<file path="src/design/firdb_ram.sv">
`default_nettype none

module firdb_ram #(
    parameter int WIDTH = 32,
    parameter int DEPTH = 128
) (
    input  wire logic                     clk,
    input  wire logic                     we,
    input  wire logic [$clog2(DEPTH)-1:0] waddr,
    input  wire logic [WIDTH-1:0]         wdata,
    input  wire logic [$clog2(DEPTH)-1:0] raddr,
    output logic      [WIDTH-1:0]         rdata
);

    logic [WIDTH-1:0] mem [0:DEPTH-1];

    always_ff @(posedge clk)
    begin
        if (we)
        begin
            mem[waddr] <= wdata;
        end
        rdata <= mem[raddr];
    end

endmodule

`default_nettype wire

</file>
<file path="config.mk">
export PLATFORM = sky130hd
export DESIGN_NAME = firdb_ram
export DESIGN_NICKNAME = d
export VERILOG_FILES = /design/src/design/firdb_ram.sv
export SDC_FILE = /design/constraint.sdc
export NUM_CORES = 2
export LEC_CHECK = 0
export BUFFER_PORTS_ARGS = -buffer_cell sky130_fd_sc_hd__buf_2
export CORE_MARGIN = 10
export CORE_UTILIZATION = 40
export CTS_BUF_LIST = sky130_fd_sc_hd__clkbuf_8
export DETAILED_ROUTE_END_ITERATION = 12
export GPL_TIMING_DRIVEN = 0
export PLACE_DENSITY = 0.6
export SLEW_MARGIN = 20
export SYNTH_ARGS = -nofsm -noshare
export SYNTH_HDL_FRONTEND = slang
export SYNTH_SLANG_ARGS = --single-unit
</file>
<file path="constraint.sdc">
create_clock -name clk -period 3.7 [get_ports clk]
set_clock_uncertainty 0.05 [all_clocks]
set_input_delay 0.555 -clock clk [delete_from_list [all_inputs] [get_ports clk]]
set_output_delay 0.555 -clock clk [all_outputs]
set_load 0.1 [all_outputs]
</file>
==> results.toml <==
[route]
route.detailed.wl_per_inst_um = 32.15
wl_final_mm = 412.0
firstDrtPassIters = 7
postRouteAntennaNets = 0
avgViaCountPerCell = 5.609
route.detailed.drc = 0
first_iter_violations = 8855
num_vias = 71880

[logic_synthesis]
synthesis.area_um2 = 156300
post_synth_num_cell_types = 17
postSynthNetCount = 6038
syn_avg_cell_area_um2 = 26.09
synth-seq-area-share_pct = 79.12
postSynthCellCount = 5990
netlist_top_cells_area = "sky130_fd_sc_hd__edfxtp_1, sky130_fd_sc_hd__mux4_2, sky130_fd_sc_hd__clkbuf_1"
synthesis.yosys.warnings = 0
async_reset_ff_share_pct = 0
post_synth_edffs = 4096
synth_flop_cell = "sky130_fd_sc_hd__edfxtp_1"
synth.cells.most_frequent = "sky130_fd_sc_hd__edfxtp_1, sky130_fd_sc_hd__mux4_2, sky130_fd_sc_hd__clkbuf_1"
synthMostInstantiatedCell = "sky130_fd_sc_hd__edfxtp_1"
synth_seq_cells = 4128
yosys.area.top_type_share_pct = 78.71
netlist.top_cell.by_area = "sky130_fd_sc_hd__edfxtp_1"

[power_and_ir_drop]
ir_drop_v = 0.0003406
total_power_per_unit_cell_area_nw_per_um2 = 507.6
clkPwrFrac_pct = 37.4
power.combinational.fraction_pct = 6.5
pwr-share-seq_pct = 56.1
switchingPower_w = 0.02159
intPower_w = 0.07052
power.leakage_nw = 56.01
sw_ratio_pct = 23.44
design_power_total_w = 0.09211

[layout]
design.final.nets = 7003
synthToLayoutAreaGrowth_pct = 16.12
stdcell_count = 12815
post_route_cells_drive_above_1_share_pct = 36.28

[critical_path]
crit_path_start_kind = "primary input"
crit_type = "primary input to register"
timing.rr.end = "rdata[10]$_DFF_P_"
setup.reg_to_reg.worst_slack_ns = 0.84
critical_path_peak_fanout = 13
crit_path_cell_trace = "buf_2 > buf_2 > buf_1 > mux4_2 > mux4_2 > mux4_2 > mux2_2"
critical_path.most_common_cell = "sky130_fd_sc_hd__mux4_2"
crit-reg2reg-launch = "mem[23][10]$_DFFE_PP_"
cp_slowest_stage_delay_ns = 0.84
critical_path.endpoint_type = "register"
critical_path_arrival_ns = 4.81
critPathSlowestCell = "sky130_fd_sc_hd__buf_2"
worst_reg2reg_path_depth = 4
worst_ep_required_time_ns = 4.72

[die]
die_height_um = 645.1
die_w_um = 645.1
area_enclosed_by_the_die_boundary_um2 = 416100
boundaryPins = 80
coreArea_um2 = 389100
standard_cell_row_count = 229
initial_core_util_pct = 40.16

[sta]
postLayoutSetupSlackWorst_ns = -0.09673
post-route-min-period_ns = 3.797
final-hold-violation-count = 0
tightest_slew_ns = 1.161
finalSetupViolations = 5
timing.slew.headroom_pct = 22.63
timing.final.crit_share_pct = 102.6
finalSetupTns_ns = -0.2293
timing.final.max_slew_violations = 0
fmax_mhz = 263.4
final.hold.worst_slack_ns = 0.1535

[cts]
cts_tree = "yes"
ctsRootBufferMaster = "sky130_fd_sc_hd__clkbuf_8"
clk_pin_slew_ns = 0.06
numCtsBuffers = 632
htree_levels = 6
clkSinkCount = 4128
max-clock-path-buffers = 4
clk_latency_ns = 1.22

[hold_path]
min-delay-path-class = "primary input to register"
hold_depth = 3
hp-start = "waddr[2]"
min_delay_worst_endpoint = "mem[78][25]$_DFFE_PP_"

[placement]
hpwl_mm = 283.2
gpl.final_weighted_congestion = 0.8743
port-buffer-count = 68
pre_cts_ws_ns = -1.377
placed_cells_incl_taps = 11486

[flow_run]
drv.max_cap_violation_count = 0

[run_status]
outcome = "finished, violations left"
violated_checks = "setup timing"

[global_routing]
maximum_number_of_pins_on_one_net_before_global_route_repair = 109
grt_antenna_before_repair = 78
grt_pass1_vias = 73732
grt_util_all_layers_pct = 19.44
grt_pass1_wl_mm = 574.9
aggregate_global_routing_overflow = 0
==> area by class of cell <==
| type | instances | area, um^2 |
|---|---|---|
| Sequential cell | 4128 | 123600 |
| Clock buffer | 644 | 8864 |
| Multi-Input combinational cell | 1546 | 32300 |
| Timing Repair Buffer | 332 | 5922 |
| Clock inverter | 486 | 2427 |
| Fill cell | 31742 | 207600 |
| Buffer | 315 | 1390 |
| Tap cell | 5197 | 6502 |
| Antenna cell | 167 | 417.9 |
==> power by group through the flow <==
| stage | clock network (W) | registers, W | logic [W] |
|---|---|---|---|
| 6_report | 0.0344 | 0.0517 | 0.00597 |
| 5_1_grt | 0.0372 | 0.0517 | 0.00615 |
| 4_1_cts | 0.0351 | 0.0517 | 0.00595 |
| 3_5_place_dp | 0 | 0.0527 | 0.00590 |
| 3_3_place_gp | 0 | 0.0528 | 0.00553 |
| 2_1_floorplan | 0 | 0.0532 | 0.00249 |
==> state kept, by name, indices dropped and copies added (netlist names) <==
signal,cells
mem,4096
rdata,32
==> kinds of logic after synthesis <==
logic type,share of synthesized area [%]
flops,79.12
simple gates,0.4460
mux,19.60
buf+inv,0.8391
==> timing repair <==
action,in CTS,in global routing
gates cloned,0,0
buffers inserted,0,0
hold buffers,33,0
gates resized for setup,4,4
endpoints found under the setup margin,13,11
endpoints found under the hold margin,2724,0
==> per-layer routing <==
metal / share of wire (%) / GRT usage, % / wire length (um) / up-vias
li1: - / - / - / 28635
met1: 38 / 25.80 / 158400 / 39392
met2: 49 / 31.25 / 200300 / 3274
met3: 9.1 / 4.610 / 37650 / 567
met4: 3.8 / 7.639 / 15520 / 12
met5: 0.028 / 0 / 114 / -
==> stage by stage <==
step           utilization, %  instance area (um^2)
2_1_floorplan               -                156300
3_3_place_gp            41.93                163100
3_5_place_dp            43.53                169400
4_1_cts                 46.52                181000
5_1_grt                 46.62                181400
6_report                46.64                181500
==> worst max-delay path by stage <==
stage,from,endpoint,slack (ns),cells after the start
after global placement,waddr[3],mem[100][14]$_DFFE_PP_,-3.93,4
after CTS,raddr[2],rdata[7]$_DFF_P_,0.01,9
after global routing,raddr[0],rdata[11]$_DFF_P_,-0.03,7
after floorplan,we,mem[98][0]$_DFFE_PP_,-0.14,3
after detailed placement,raddr[2],rdata[5]$_DFF_P_,-1.38,9
final,raddr[0],rdata[10]$_DFF_P_,-0.1,7
==> placed cells by master (no fill, tap or decap), drive strengths merged <==
cell / netlist / layout
edfxtp: 4096 / 4096
mux4: 1344 / 1344
clkbuf: 182 / 834
buf: 134 / 423
inv: 0 / 253
clkinv: 0 / 211
diode: 0 / 167
nor2: 122 / 122
dlygate4sd3: 0 / 33
mux2: 32 / 32
dfxtp: 32 / 32
nand2: 14 / 14
clkinvlp: 0 / 14
nand3: 12 / 12
nor3: 9 / 9
bufinv: 0 / 8
nor2b: 7 / 7
nand4: 3 / 3
nand2b: 2 / 2
clkdlybuf4s15: 0 / 1
or3: 1 / 1
==> worst max-delay path, delay by kind of cell <==
family,cells,cell delay [ns]
buf+inv,3,1.83
mux,4,2.35
Note: power is estimated with default switching activity, not from simulation.
